**src/rtl/slid_pkg.sv**
```systemverilog
// Types and constants for the sorted list insert/delete block.
// Used by the channel interfaces, the controller, the datapath and the top level.
`default_nettype none

package slid_pkg;

  localparam int unsigned VALUE_W  = 8;
  localparam int unsigned STATUS_W = 3;
  localparam int unsigned COUNT_W  = 6;

  typedef enum logic [0:0] {
    MODE_INSERT = 1'b0,
    MODE_DELETE = 1'b1
  } mode_t;

  typedef enum logic [STATUS_W-1:0] {
    ST_INSERTED  = 3'd0,
    ST_DELETED   = 3'd1,
    ST_NOT_FOUND = 3'd2,
    ST_EMPTY     = 3'd3,
    ST_FULL      = 3'd4
  } status_t;

  typedef enum logic [1:0] {
    S_IDLE = 2'b01,
    S_EXEC = 2'b10
  } state_t;

  typedef struct packed {
    logic load;
    logic commit;
  } cmd_t;

endpackage

`default_nettype wire

```
**src/rtl/slid_if.sv**
```systemverilog
// Valid/ready channel interfaces for the operation and result beats.
// Depends on slid_pkg for the payload widths.
`default_nettype none

interface slid_in_if;
  logic                         valid;
  logic                         ready;
  logic                         mode;
  logic [slid_pkg::VALUE_W-1:0] value;

  modport source (output valid, output mode, output value, input ready);
  modport sink   (input valid, input mode, input value, output ready);
endinterface

interface slid_out_if;
  logic                          valid;
  logic                          ready;
  logic [slid_pkg::STATUS_W-1:0] status;
  logic [slid_pkg::COUNT_W-1:0]  count;

  modport source (output valid, output status, output count, input ready);
  modport sink   (input valid, input status, input count, output ready);
endinterface

`default_nettype wire

```
**src/rtl/slid_ctrl.sv**
```systemverilog
// Controller state machine: takes an operation beat, runs it, hands the result on.
// Depends on slid_pkg for the state and command types.
`default_nettype none

module slid_ctrl (
  input  wire logic           clk,
  input  wire logic           rst_n,
  input  wire logic           in_valid,
  output logic                in_ready,
  output logic                out_valid,
  input  wire logic           out_ready,
  output slid_pkg::cmd_t      cmd
);

  slid_pkg::state_t state_r, state_nxt;
  logic             out_valid_r, out_valid_nxt;

  always_comb begin
    cmd.load   = (state_r == slid_pkg::S_IDLE) && in_valid;
    cmd.commit = (state_r == slid_pkg::S_EXEC) && (!out_valid_r || out_ready);
  end

  always_comb begin
    state_nxt = state_r;
    case (state_r)
      slid_pkg::S_IDLE: begin
        if (cmd.load) state_nxt = slid_pkg::S_EXEC;
      end
      slid_pkg::S_EXEC: begin
        if (cmd.commit) state_nxt = slid_pkg::S_IDLE;
      end
      default: state_nxt = slid_pkg::S_IDLE;
    endcase
  end

  always_comb begin
    if (cmd.commit) begin
      out_valid_nxt = 1'b1;
    end else if (out_ready) begin
      out_valid_nxt = 1'b0;
    end else begin
      out_valid_nxt = out_valid_r;
    end
  end

  always_ff @(posedge clk) begin
    if (!rst_n) begin
      state_r     <= slid_pkg::S_IDLE;
      out_valid_r <= 1'b0;
    end else begin
      state_r     <= state_nxt;
      out_valid_r <= out_valid_nxt;
    end
  end

  assign in_ready  = (state_r == slid_pkg::S_IDLE);
  assign out_valid = out_valid_r;

  a_no_load_and_commit: assert property (@(posedge clk) disable iff (!rst_n)
    !(cmd.load && cmd.commit))
    else $error("load and commit in the same cycle");

  a_load_then_exec: assert property (@(posedge clk) disable iff (!rst_n)
    cmd.load |=> (state_r == slid_pkg::S_EXEC))
    else $error("accepted beat did not start execution");

  a_commit_sets_valid: assert property (@(posedge clk) disable iff (!rst_n)
    cmd.commit |=> out_valid)
    else $error("result not presented after commit");

endmodule

`default_nettype wire

```
**src/rtl/slid_dp.sv**
```systemverilog
// Datapath: the ordered register chain, its compare row and the result register.
// Depends on slid_pkg; driven by commands from slid_ctrl.
`default_nettype none

module slid_dp #(
  parameter int unsigned DEPTH = 32
) (
  input  wire logic                                clk,
  input  wire logic                                rst_n,
  input  wire slid_pkg::cmd_t                      cmd,
  input  wire logic                                in_mode,
  input  wire logic [slid_pkg::VALUE_W-1:0]        in_value,
  output logic      [slid_pkg::STATUS_W-1:0]       out_status,
  output logic      [slid_pkg::COUNT_W-1:0]        out_count
);

  localparam int unsigned CW = $clog2(DEPTH + 1);

  logic [slid_pkg::VALUE_W-1:0]  entries_r [DEPTH];
  logic [slid_pkg::VALUE_W-1:0]  entries_nxt [DEPTH];
  logic [CW-1:0]                 count_r, count_nxt;
  logic                          mode_r;
  logic [slid_pkg::VALUE_W-1:0]  value_r;
  logic [slid_pkg::STATUS_W-1:0] status_r;
  slid_pkg::status_t             status_nxt;
  logic [slid_pkg::COUNT_W-1:0]  out_count_r;
  logic [CW+slid_pkg::COUNT_W-1:0] count_ext;

  logic [DEPTH-1:0] ge;
  logic [DEPTH-1:0] eq;
  logic             full;
  logic             empty;
  logic             found;
  logic             do_ins;
  logic             do_del;

  // Each cell compares itself with the operand; the list is sorted, so the
  // greater-or-equal flags form a thermometer and equal cells are contiguous.
  for (genvar i = 0; i < DEPTH; i++) begin : g_cmp
    logic vld;
    assign vld   = CW'(i) < count_r;
    assign ge[i] = vld && (entries_r[i] >= value_r);
    assign eq[i] = vld && (entries_r[i] == value_r);
  end

  assign full   = (count_r == CW'(DEPTH));
  assign empty  = (count_r == '0);
  assign found  = |eq;
  assign do_ins = (mode_r == slid_pkg::MODE_INSERT) && !full;
  assign do_del = (mode_r == slid_pkg::MODE_DELETE) && found;

  for (genvar i = 0; i < DEPTH; i++) begin : g_cell
    logic prev_ge;
    logic [slid_pkg::VALUE_W-1:0] left_val;
    logic [slid_pkg::VALUE_W-1:0] right_val;
    logic at_end;

    if (i > 0) begin : g_left
      assign prev_ge  = ge[i-1];
      assign left_val = entries_r[i-1];
    end else begin : g_first
      assign prev_ge  = 1'b0;
      assign left_val = entries_r[i];
    end

    if (i < DEPTH - 1) begin : g_right
      assign right_val = entries_r[i+1];
    end else begin : g_last
      assign right_val = entries_r[i];
    end

    assign at_end = (count_r == CW'(i));

    always_comb begin
      entries_nxt[i] = entries_r[i];
      if (do_ins) begin
        if (prev_ge) begin
          entries_nxt[i] = left_val;
        end else if (ge[i] || at_end) begin
          entries_nxt[i] = value_r;
        end
      end else if (do_del) begin
        if (ge[i]) entries_nxt[i] = right_val;
      end
    end
  end

  always_comb begin
    count_nxt = count_r;
    if (do_ins) begin
      count_nxt = count_r + CW'(1);
    end else if (do_del) begin
      count_nxt = count_r - CW'(1);
    end
  end

  always_comb begin
    if (mode_r == slid_pkg::MODE_INSERT) begin
      status_nxt = full ? slid_pkg::ST_FULL : slid_pkg::ST_INSERTED;
    end else if (empty) begin
      status_nxt = slid_pkg::ST_EMPTY;
    end else if (found) begin
      status_nxt = slid_pkg::ST_DELETED;
    end else begin
      status_nxt = slid_pkg::ST_NOT_FOUND;
    end
  end

  assign count_ext = (CW + slid_pkg::COUNT_W)'(count_nxt);

  always_ff @(posedge clk) begin
    if (!rst_n) begin
      count_r <= '0;
    end else if (cmd.commit) begin
      count_r <= count_nxt;
    end
  end

  always_ff @(posedge clk) begin
    if (cmd.load) begin
      mode_r  <= in_mode;
      value_r <= in_value;
    end
    if (cmd.commit) begin
      for (int k = 0; k < DEPTH; k++) begin
        entries_r[k] <= entries_nxt[k];
      end
      status_r    <= status_nxt;
      out_count_r <= count_ext[slid_pkg::COUNT_W-1:0];
    end
  end

  assign out_status = status_r;
  assign out_count  = out_count_r;

  a_count_bound: assert property (@(posedge clk) disable iff (!rst_n)
    count_r <= CW'(DEPTH))
    else $error("stored count beyond depth");

  a_insert_grows: assert property (@(posedge clk) disable iff (!rst_n)
    (cmd.commit && do_ins) |=> (count_r == $past(count_r) + CW'(1)))
    else $error("insert did not grow the list");

  a_full_holds: assert property (@(posedge clk) disable iff (!rst_n)
    (cmd.commit && status_nxt == slid_pkg::ST_FULL) |=> $stable(count_r))
    else $error("refused insert changed the count");

  a_delete_sorted_head: assert property (@(posedge clk) disable iff (!rst_n)
    (cmd.commit && do_del) |-> (ge != '0))
    else $error("delete found a match outside the thermometer");

endmodule

`default_nettype wire

```
**src/rtl/sorted_list_insert_delete.sv**
```systemverilog
// Top level of the sorted byte list: joins the controller and the datapath.
// Depends on slid_pkg, slid_in_if, slid_out_if, slid_ctrl and slid_dp.
//
//   Channel  Direction  Payload          Beat taken when
//   in_ch    sink       mode, value      in_ch.valid && in_ch.ready
//   out_ch   source     status, count    out_ch.valid && out_ch.ready
//
// An operation first captures the beat; then, in the execute step, every
// cell of the register chain compares against the value and shifts at once.
// A new operation is taken only after the last one has committed its result.
// Reset (synchronous, active low) empties the list at once; no clearing pass.
// A result waiting in the output register stalls only the execute step.
`default_nettype none

module sorted_list_insert_delete #(
  parameter int unsigned DEPTH = 32
) (
  input  wire logic  clk,
  input  wire logic  rst_n,
  slid_in_if.sink    in_ch,
  slid_out_if.source out_ch
);

  slid_pkg::cmd_t cmd;

  slid_ctrl u_ctrl (
    .clk       (clk),
    .rst_n     (rst_n),
    .in_valid  (in_ch.valid),
    .in_ready  (in_ch.ready),
    .out_valid (out_ch.valid),
    .out_ready (out_ch.ready),
    .cmd       (cmd)
  );

  slid_dp #(
    .DEPTH (DEPTH)
  ) u_dp (
    .clk        (clk),
    .rst_n      (rst_n),
    .cmd        (cmd),
    .in_mode    (in_ch.mode),
    .in_value   (in_ch.value),
    .out_status (out_ch.status),
    .out_count  (out_ch.count)
  );

endmodule

`default_nettype wire

```
**src/flat_wrapper.sv**
```systemverilog
// flat-port wrapper written by rule: the top's interface ports become plain ports
module sorted_list_insert_delete_flat 
#(
  parameter int unsigned DEPTH = 32
)
  (clk, rst_n, in_ch_valid, in_ch_mode, in_ch_value, in_ch_ready, out_ch_valid, out_ch_status, out_ch_count, out_ch_ready);
  slid_in_if in_ch_i ();
  slid_out_if out_ch_i ();
  input  wire logic clk;
  input  wire logic rst_n;
  input wire logic [$bits(in_ch_i.valid)-1:0] in_ch_valid;
  input wire logic [$bits(in_ch_i.mode)-1:0] in_ch_mode;
  input wire logic [$bits(in_ch_i.value)-1:0] in_ch_value;
  output wire logic [$bits(in_ch_i.ready)-1:0] in_ch_ready;
  output wire logic [$bits(out_ch_i.valid)-1:0] out_ch_valid;
  output wire logic [$bits(out_ch_i.status)-1:0] out_ch_status;
  output wire logic [$bits(out_ch_i.count)-1:0] out_ch_count;
  input wire logic [$bits(out_ch_i.ready)-1:0] out_ch_ready;
  assign in_ch_i.valid = in_ch_valid;
  assign in_ch_i.mode = in_ch_mode;
  assign in_ch_i.value = in_ch_value;
  assign in_ch_ready = in_ch_i.ready;
  assign out_ch_valid = out_ch_i.valid;
  assign out_ch_status = out_ch_i.status;
  assign out_ch_count = out_ch_i.count;
  assign out_ch_i.ready = out_ch_ready;
  sorted_list_insert_delete #(.DEPTH(DEPTH)) u_core (.clk(clk), .rst_n(rst_n), .in_ch(in_ch_i), .out_ch(out_ch_i));
endmodule
```
**config.mk**
```make
export PLATFORM = sky130hd
export DESIGN_NAME = sorted_list_insert_delete_flat
export DESIGN_NICKNAME = d
export VERILOG_FILES = /design/src/rtl/slid_pkg.sv /design/src/rtl/slid_if.sv /design/src/rtl/slid_ctrl.sv /design/src/rtl/slid_dp.sv /design/src/rtl/sorted_list_insert_delete.sv /design/src/flat_wrapper.sv
export SDC_FILE = /design/constraint.sdc
export NUM_CORES = 1
export LEC_CHECK = 0
export ABC_AREA = 1
export ABC_CLOCK_PERIOD_IN_PS = 7300
export BUFFER_PORTS_ARGS = -buffer_cell sky130_fd_sc_hd__buf_2
export CELL_PAD_IN_SITES_DETAIL_PLACEMENT = 1
export CELL_PAD_IN_SITES_GLOBAL_PLACEMENT = 2
export CORE_ASPECT_RATIO = 1.1
export CORE_UTILIZATION = 23
export CTS_CLUSTER_DIAMETER = 200
export DETAILED_ROUTE_END_ITERATION = 7
export GPL_TIMING_DRIVEN = 1
export PLACE_DENSITY_LB_ADDON = 0.1
export REMOVE_ABC_BUFFERS = 1
export SYNTH_ARGS = -nofsm -noshare
export SYNTH_HDL_FRONTEND = slang
export SYNTH_HIERARCHICAL = 1
export SYNTH_SLANG_ARGS = --single-unit
```
**constraint.sdc**
```tcl
create_clock -name clk -period 7.3 [get_ports clk]
set_input_delay 0.73 -clock clk [delete_from_list [all_inputs] [get_ports clk]]
set_output_delay 0.73 -clock clk [all_outputs]
set_load 0.02 [all_outputs]
```
=== Word level (Yosys, flattened, before mapping) ===
Memory sizes are Yosys's and may differ from the RTL's.
Cells that the tools add are included.

* Memories kept: 1
* Latch bits: 0
* Register bits: 27
* Output and inout port bits: 11
* Word-level logic and storage cells: 420
* ROM bits: 0
* Input port bits: 13
* Memory bits (writable): 256

{| class="wikitable"
|+ Memories
! name !! depth !! width !! read ports !! clocked after memory_dff !! wr ports !! line !! source
|-
| u_core.u_dp.entries_r || 32 || 8 || 32 || 0 || 32 || slid_dp.sv:19 || <nowiki>logic [slid_pkg::VALUE_W-1:0] entries_r [DEPTH];</nowiki>
|}

* Multipliers: 0
* Equal/unequal tests: 68
* Order comparisons: 64
* Shift-type cells: 0
* Reduce and logical (&&, ||, !) cells: 107
* Muxes and demuxes: 170
* Divide/modulo/power cells: 0
* Add/sub/neg operators: 2
* Bitwise logic cells: 1

{| class="wikitable"
|+ Operators by type and width
! kind !! number
|-
| 8-bit two-way mux || 157
|-
| 8-bit == test || 32
|-
| 8-bit >= comparator || 32
|-
| 6-bit by 5-bit == test with 1-bit output (second input constant) || 16
|-
| 5-bit by 6-bit less-than comparator with 1-bit output (first input constant) || 16
|-
| 1-bit logical AND || 68
|-
| 6-bit by 4-bit == test with 1-bit output (second input constant) || 8
|-
| 4-bit by 6-bit less-than comparator with 1-bit output (first input constant) || 8
|-
| 1-bit logical OR || 33
|-
| 32-bit OR reduction || 1
|-
| 6-bit by 3-bit == test with 1-bit output (second input constant) || 4
|-
| 3-bit by 6-bit less-than comparator with 1-bit output (first input constant) || 4
|-
| 6-bit by 2-bit == test with 1-bit output (second input constant) || 2
|-
| 1-bit by 6-bit less-than comparator with 1-bit output (first input constant) || 2
|-
| 2-bit by 6-bit less-than comparator with 1-bit output (first input constant) || 2
|-
| 6-bit two-way mux || 2
|-
| 2-bit two-way mux || 4
|-
| 6-bit by 1-bit adder with 6-bit output (second input constant) || 1
|-
| 6-bit by 1-bit == test with 1-bit output (second input constant) || 1
|-
| 6-bit == test (second input constant) || 1
|-
| 6-bit logical NOT || 1
|-
| 3-bit two-way mux || 2
|-
| 6-bit by 1-bit subtractor with 6-bit output (second input constant) || 1
|-
| 1-bit two-way mux || 4
|-
| 8 further kinds || 10
|}

=== Longest topological paths before layout ===
Gate-level depths: netlist of the first run.
An unclocked memory read counts as a cell.

* Depth in word-level cells: 7
* Mapped depth: 19
* Gate-level depth less buffers: 19

=== Hierarchy ===
The synthesis of the first run kept the hierarchy.

{| class="wikitable"
|+ By module, submodules not included
! module !! area an instance (µm²) !! instances !! cells each
|-
| slid_dp || 20,582.2 || 1 || 2,496
|-
| slid_ctrl || 152.6 || 1 || 19
|}

=== Worst setup path after synthesis of the first run ===
Ideal clock, no wire load.

* Kind: register to register
* Start point: reg, netlist name u_core/u_dp/value_r[6]
* End point: mem u_core/u_dp/entries_r[0][104] (netlist bit) (enable)
* Data required time: 6.925 ns
* Setup time: 0.375 ns
* Arrival time: 3.149 ns
* Path slack: 3.775 ns
* Stages on the path, launching flop included: 18
* Cell sequence: edfxtp_1 clkinv_1 ha_1 nand2_1 inv_1 nand2_1 nor2_1 nand3_1 nand2_1 nor2_1 nand2_1 nor2_2 nand2_4 nand2_4 nand2_4 nand2_4 buf_6 a21oi_1

{| class="wikitable"
|+ RTL lines
! element !! line
|-
| to (decl) || slid_dp.sv:19
|}

==> run_results.csv, run 1 <==
group,metric,value,unit
run_status,outcome,"finished, final reports clean",
global_routing,grt_max_degree,116,
setup_path,path_depth,10,
power_and_ir_drop,power.share.combinational,14.1,%
clock_tree,cts_root_buf,"clkbuf_16",
sta,fin_crit_sh,71.0,%
power_and_ir_drop,switchingPower,1.27,mW
setup_path,cpMostUsedCell,"nand2_1",
clock_tree,numCtsBuffers,41,
clock_tree,htree_levels,2,
synth,ys_warn_count,6,
setup_path,slowest_stage,"inv_6",
power_and_ir_drop,leakagePower,9.45,nW
clock_tree,ctsHoldBuffers,0,
clock_tree,cts_sinks,283,
drt,vias,18400,
setup_path,crit_family,"buffers and inverters",
layout,multiInputGateArea,11200,um^2
setup_path,cp_data_arrival_time,5.37,ns
sta,fin_skew,0.0263,ns
layout,area_growth,13.6,%
setup_path,path_buf_inv,4,
power_and_ir_drop,peakVddDrop,0.000184,V
setup_path,start_kind,"flip-flop",
synth,synth_edf_count,274,
place,place.gp.congestion,0.846,
drt,postRouteAntennaNets,0,
drt,wl,92400,um
synth,syn_avg_cell_area,8.24,um^2
drt,firstDrtPassIters,7,
sta,grt_setup_unrepaired,"false",
power_and_ir_drop,p_seq_share,39.5,%
worst_hold_path,worstHoldStart,"in_ch_value[2]",
floorplan,fp.dieArea,91400,um^2
layout,seq_area,8410,um^2
setup_path,r2r-end,"u_core/u_dp/entries_r[0][115]",
power_and_ir_drop,swShare,27.7,%
global_routing,grt_use_total,20.2,%
clock_tree,cts.path.max_buffers,3,
synth,yosysSeqAreaShare,40.6,%
floorplan,core_area,89400,um^2
floorplan,start_util,23.2,%
place,dpl.hpwl,67700,um
layout,instances_no_fill,3708,
layout,fillCellCount,10400,
worst_hold_path,holdPathEnd,"u_core/u_dp/value_r[2]",
synth,syn_area,20700,um^2
sta,fmax,0.193,GHz
place,io_buffers,23,
setup_path,ff2ff_path_depth,10,
setup_path,r2r-start,"u_core/u_dp/count_r[1]",
clock_tree,insertion_delay,0.59,ns
sta,tightest_slew,1.28,ns
setup_path,end_kind,"flip-flop",
power_and_ir_drop,power.total,4.59,mW
floorplan,die_h,317,um
power_and_ir_drop,clockPowerShare,46.4,%
flow_run,cap_violations,0,
synth,syn_inst,2515,
global_routing,antenna_found_initial,4,
sta,tns,0,ns
global_routing,grt_overflow,0,
synth,ys_ff_latch,283,
setup_path,critPathKind,"reg -> reg",
global_routing,first_global_vias,19300,
sta,fin_ws,2.11,ns
power_and_ir_drop,power_density,195,nW/um^2
global_routing,grt_pass1_wl,134000,um
worst_hold_path,hold_depth,1,
drt,viasPerCell,4.97,
setup_path,r2r_slack,2.11,ns
drt,wire_per_inst,24.9,um
layout,antenna_cells,0,
sta,period_needed,5.19,ns
sta,setup_viol,0,
synth,synth.distinct_cells,42,
synth,synth-async-reset-ratio,0,%
clock_tree,path_clk_slew,0.05,ns
layout,fin_nets,2785,
setup_path,slowest_delay,0.78,ns
synth,yosys_most_used_dff,"edfxtp_1",
floorplan,placementRows,115,
clock_tree,tritoncts,"yes",
layout,drive_gt1_share,6.54,%
layout,layout_commonest_cell,"nand2_1",
place,pre_cts_ws,2.09,ns
drt,drt_iter0_markers,1034,
layout,final_cell_mix,"502 x nand2_1, 411 x o21ai_0, 289 x nor2_1",
sta,hold_violations,0,
clock_tree,post_cts_resized,0,
worst_hold_path,hp-class,"in -> reg",
sta,slew_violations,0,
power_and_ir_drop,p_int,3.32,mW
floorplan,die_x,288,um
drt,drcViolationCount,0,
setup_path,cp_cell_sequence,"inv_1, ha_1, nand2_1, inv_1, nand2_1, nand2_8, inv_6, buf_4, nand2_1, a21oi_1",
setup_path,worstPathRequired,7.49,ns
setup_path,crit_fanout,115,
place,dp_cells,3637,
sta,relSlewSlack,14.3,%
clock_tree,post-cts-setup-buffer-count,0,
floorplan,io_pins,24,
[final cells by class]
class | instances | area share, %
well taps | 1170 | 6.22
inverters | 179 | 2.89
repair buffers | 54 | 1.58
multi-input cells | 1952 | 47.7
clock buffers | 49 | 4.58
clock inverters | 21 | 1.34
flip-flops and latches | 283 | 35.7
[per-stage QoR]
stage	cell area [um^2]	utilization (%)	hold slack [ns]
after floorplan	20300	-	0.515
after global routing	23500	26.4	0.294
after global placement	22100	24.8	0.552
after CTS	23500	26.3	0.278
after detailed placement	22100	24.8	0.585
final	23500	26.4	0.324
[worst max-delay path by stage]
stage	startpoint	slack [ns]	endpoint
2_1_floorplan	u_core/u_dp/count_r[1]	0.43	u_core/u_dp/entries_r[0][120]
3_3_place_gp	u_core/u_dp/count_r[1]	2.26	u_core/u_dp/entries_r[0][120]
3_5_place_dp	u_core/u_dp/count_r[1]	2.09	u_core/u_dp/entries_r[0][120]
4_1_cts	u_core/u_dp/count_r[1]	2.05	u_core/u_dp/entries_r[0][115]
5_1_grt	u_core/u_dp/count_r[1]	1.79	u_core/u_dp/entries_r[0][115]
6_report	u_core/u_dp/count_r[1]	2.11	u_core/u_dp/entries_r[0][115]
[routing by layer]
layer	share of wire, %	wire length (um)	up-vias	global-route usage, %
met5	0.0097	9	-	0
met4	2.5	2280	2	5.29
met3	3.3	3050	90	2.41
met2	46	42400	265	33.0
met1	48	44700	9190	28.0
li1	-	-	8885	-
[registers in the layout (all words and copies together) (netlist names)]
| name | count |
|---|---|
| u_core/u_dp/value_r | 8 |
| u_core/u_dp/out_count | 6 |
| u_core/u_dp/out_status | 3 |
| u_core/u_ctrl/state_r | 2 |
| u_core/u_dp/mode_r | 1 |
| u_core/u_dp/entries_r | 256 |
| u_core/u_dp/count_r | 6 |
| u_core/u_ctrl/out_valid | 1 |
[cell families (layout without fill, tap and decap cells)]
logic type | after synthesis | in the layout | share of synthesized area, %
compound gates | 770 | 770 | 20.1
xor+xnor | 4 | 4 | 0.169
fa+ha+maj | 261 | 261 | 15.7
buf+inv | 280 | 303 | 5.41
flops | 283 | 283 | 40.6
simple gates | 917 | 917 | 18.0
[Yosys cell counts (4+ instances only)]
library cell / count / area share, %
nor2_4: 5 / 0.27
or3_1: 4 / 0.12
clkbuf_1: 65 / 1.2
nand4_1: 19 / 0.57
o22ai_1: 46 / 1.4
o211ai_1: 11 / 0.40
inv_2: 6 / 0.11
o21a_1: 16 / 0.58
nor3_1: 13 / 0.31
nor2_2: 8 / 0.24
nand2_1: 502 / 9.1
inv_1: 150 / 2.7
o21ai_0: 411 / 9.9
dfxtp_1: 9 / 0.87
clkinv_1: 22 / 0.40
a21oi_2: 11 / 0.46
o2111ai_1: 17 / 0.72
edfxtp_1: 274 / 40
buf_1: 12 / 0.22
a21o_1: 17 / 0.62
buf_4: 8 / 0.29
o21ai_1: 16 / 0.39
nand3_1: 65 / 1.6
nor2_1: 289 / 5.2
nand2_4: 5 / 0.27
ha_1: 261 / 16
xor2_1: 4 / 0.17
a21oi_1: 210 / 5.1
buf_2: 13 / 0.31
[worst reg2reg max path: stages, from the launching register on]
cell     delay (ns)
dfxtp_1        0.62
inv_1          0.33
ha_1           0.45
nand2_1        0.24
inv_1          0.08
nand2_1        0.17
nand2_8        0.51
inv_6          0.84
buf_4          0.65
nand2_1        0.20
a21oi_1        0.69
[power by group through the flow]
stage | logic (mW) | clock network [mW] | registers (mW)
finish | 0.648 | 2.13 | 1.82
global route | 0.732 | 2.24 | 1.81
CTS | 0.660 | 2.21 | 1.81
detailed placement | 0.657 | 0 | 1.85
global placement | 0.640 | 0 | 1.85
floorplan | 0.394 | 0 | 1.86
No activity file was read; power rests on OpenSTA's default activity.
==> run 2, diff against run 1 <==
ABC_CLOCK_PERIOD_IN_PS = 5380   (was 7300)
clock period = 5.38 ns   (was 7.3 ns; I/O delays follow)
==> run_results.csv, run 2 (synthesis gave the netlist of run 1 again) <==
group,metric,value,unit
layout,reg_top3,"u_core/u_dp/entries_r (256), u_core/u_dp/value_r (8)",
place,dpl.hpwl,70600,um
drt,postRouteAntennaNets,0,
run_status,outcome,"finished, final reports clean",
layout,drive_gt1_share,7.42,%
sta,relSlewSlack,41.4,%
clock_tree,post-cts-setup-buffer-count,0,
setup_path,cp_data_arrival_time,4.70,ns
place,dp_cells,3660,
setup_path,cp_cell_sequence,"inv_2, buf_4, ha_1, nand2_1, nor2_1, and2_1, nand2_1, nand2_1, nor2_1, nand2_1, nor2_1, nand2_4, nand2_4, nand2_4, nand2_4, nor2_1",
setup_path,crit_fanout,33,
setup_path,path_buf_inv,2,
power_and_ir_drop,leakagePower,9.55,nW
layout,area_growth,14.3,%
clock_tree,path_clk_slew,0.06,ns
sta,hold_violations,0,
sta,slew_violations,0,
floorplan,core_area,89400,um^2
clock_tree,ctsHoldBuffers,0,
layout,instances_no_fill,3732,
worst_hold_path,hold_depth,1,
power_and_ir_drop,peakVddDrop,0.000165,V
floorplan,io_pins,24,
layout,final_cell_mix,"502 x nand2_1, 411 x o21ai_0, 289 x nor2_1",
flow_run,cap_violations,0,
layout,final_util,26.5,%
layout,layout_commonest_cell,"nand2_1",
floorplan,fp.dieArea,91400,um^2
setup_path,start_kind,"flip-flop",
floorplan,die_h,317,um
drt,route.top_layer_used,"met4",
drt,drcViolationCount,0,
setup_path,path_depth,16,
drt,wl_met2,45700,um
clock_tree,cts_root_buf,"clkbuf_16",
drt,viasPerCell,5.05,
clock_tree,post_cts_resized,0,
sta,fin_skew,0.0325,ns
clock_tree,cts_sinks,283,
drt,drt_iter0_markers,1242,
drt,met3_length,3250,um
layout,top_register,"u_core/u_dp/entries_r",
worst_hold_path,worstHoldStart,"in_ch_value[3]",
setup_path,slowest_delay,0.64,ns
setup_path,startpoint,"u_core/u_dp/value_r[1]",
drt,wire_per_inst,26.4,um
layout,fin_nets,2806,
sta,period_needed,4.47,ns
setup_path,end_kind,"flip-flop",
setup_path,slowest_stage,"nand2_4",
layout,largest_register_ffs,256,
drt,wl_met1,47900,um
drt,vias,18800,
setup_path,critPathKind,"reg -> reg",
setup_path,worstPathRequired,5.62,ns
power_and_ir_drop,power_density,258,nW/um^2
sta,grt_setup_unrepaired,"false",
global_routing,grt_max_degree,83,
setup_path,crit_family,"simple AND/OR/NAND/NOR gates",
place,io_buffers,23,
floorplan,placementRows,115,
clock_tree,insertion_delay,0.60,ns
setup_path,ff2ff_path_depth,16,
global_routing,grt_overflow,0,
setup_path,r2r-start,"u_core/u_dp/value_r[1]",
clock_tree,tritoncts,"yes",
drt,firstDrtPassIters,5,
global_routing,first_global_vias,19400,
place,place.gp.congestion,0.808,
sta,fmax,0.224,GHz
floorplan,die_x,288,um
global_routing,grt_use_total,21.6,%
clock_tree,cts.path.max_buffers,3,
clock_tree,numCtsBuffers,39,
sta,tightest_slew,0.878,ns
sta,setup_viol,0,
clock_tree,htree_levels,2,
layout,antenna_cells,0,
floorplan,start_util,23.2,%
global_routing,antenna_found_initial,5,
sta,fin_crit_sh,83.0,%
drt,wl,98300,um
worst_hold_path,hp-class,"in -> reg",
global_routing,grt_pass1_wl,142000,um
==> run 2: changes by cell type in the layout (fill, tap and decap cells not counted), moves of 2 or more <==
cell / delta
buf_4: +17
buf_12: +6
clkbuf_16: -3
clkinv_2: +3
bufinv_16: -2
clkbuf_1: -2
clkinv_1: +2
inv_6: +2
==> run 2: per-stage QoR <==
stage / hold WS [ns] / setup WS, ns / setup TNS, ns / cell area [um^2] / power [mW]
floorplan: 0.515 / -1.49 / -436.52 / 20300 / 3.05
global placement: 0.573 / 0.818 / 0 / 22400 / 3.41
detailed placement: 0.587 / 0.811 / 0 / 22400 / 3.43
CTS: 0.0747 / 0.800 / 0 / 23700 / 6.23
global route: 0.0869 / 0.732 / 0 / 23700 / 6.38
finish: 0.116 / 0.914 / 0 / 23700 / 6.12
==> run 2: final timing paths <==
check / endpoint / slack (ns)
worst max-delay path: u_core/u_dp/entries_r[0][100] / 0.91
worst min-delay path: u_core/u_dp/value_r[3] / 0.12
worst max register to register: u_core/u_dp/entries_r[0][100] / 0.91
worst min register to register: u_core/u_ctrl/state_r[1] / 0.59
==> run 2: cell type report <==
type,count,area (um^2)
Fill cell,10500,65700
Multi-Input combinational cell,1952,11200
Sequential cell,283,8410
Tap cell,1170,1460
Clock buffer,44,995
Inverter,179,679
Timing Repair Buffer,77,621
Clock inverter,27,297
==> run 2: power by group <==
part           internal (mW)  switching [mW]  leakage [nW]
sequential              2.45          0.0113          2.55
clock                   1.62            1.13         0.633
combinational          0.272           0.643          6.37
==> run 2: per-layer routing <==
layer	vias up	global-route usage, %
li1	8933	-
met1	9488	30.8
met2	329	35.6
met3	78	2.04
met4	0	3.91
met5	-	0
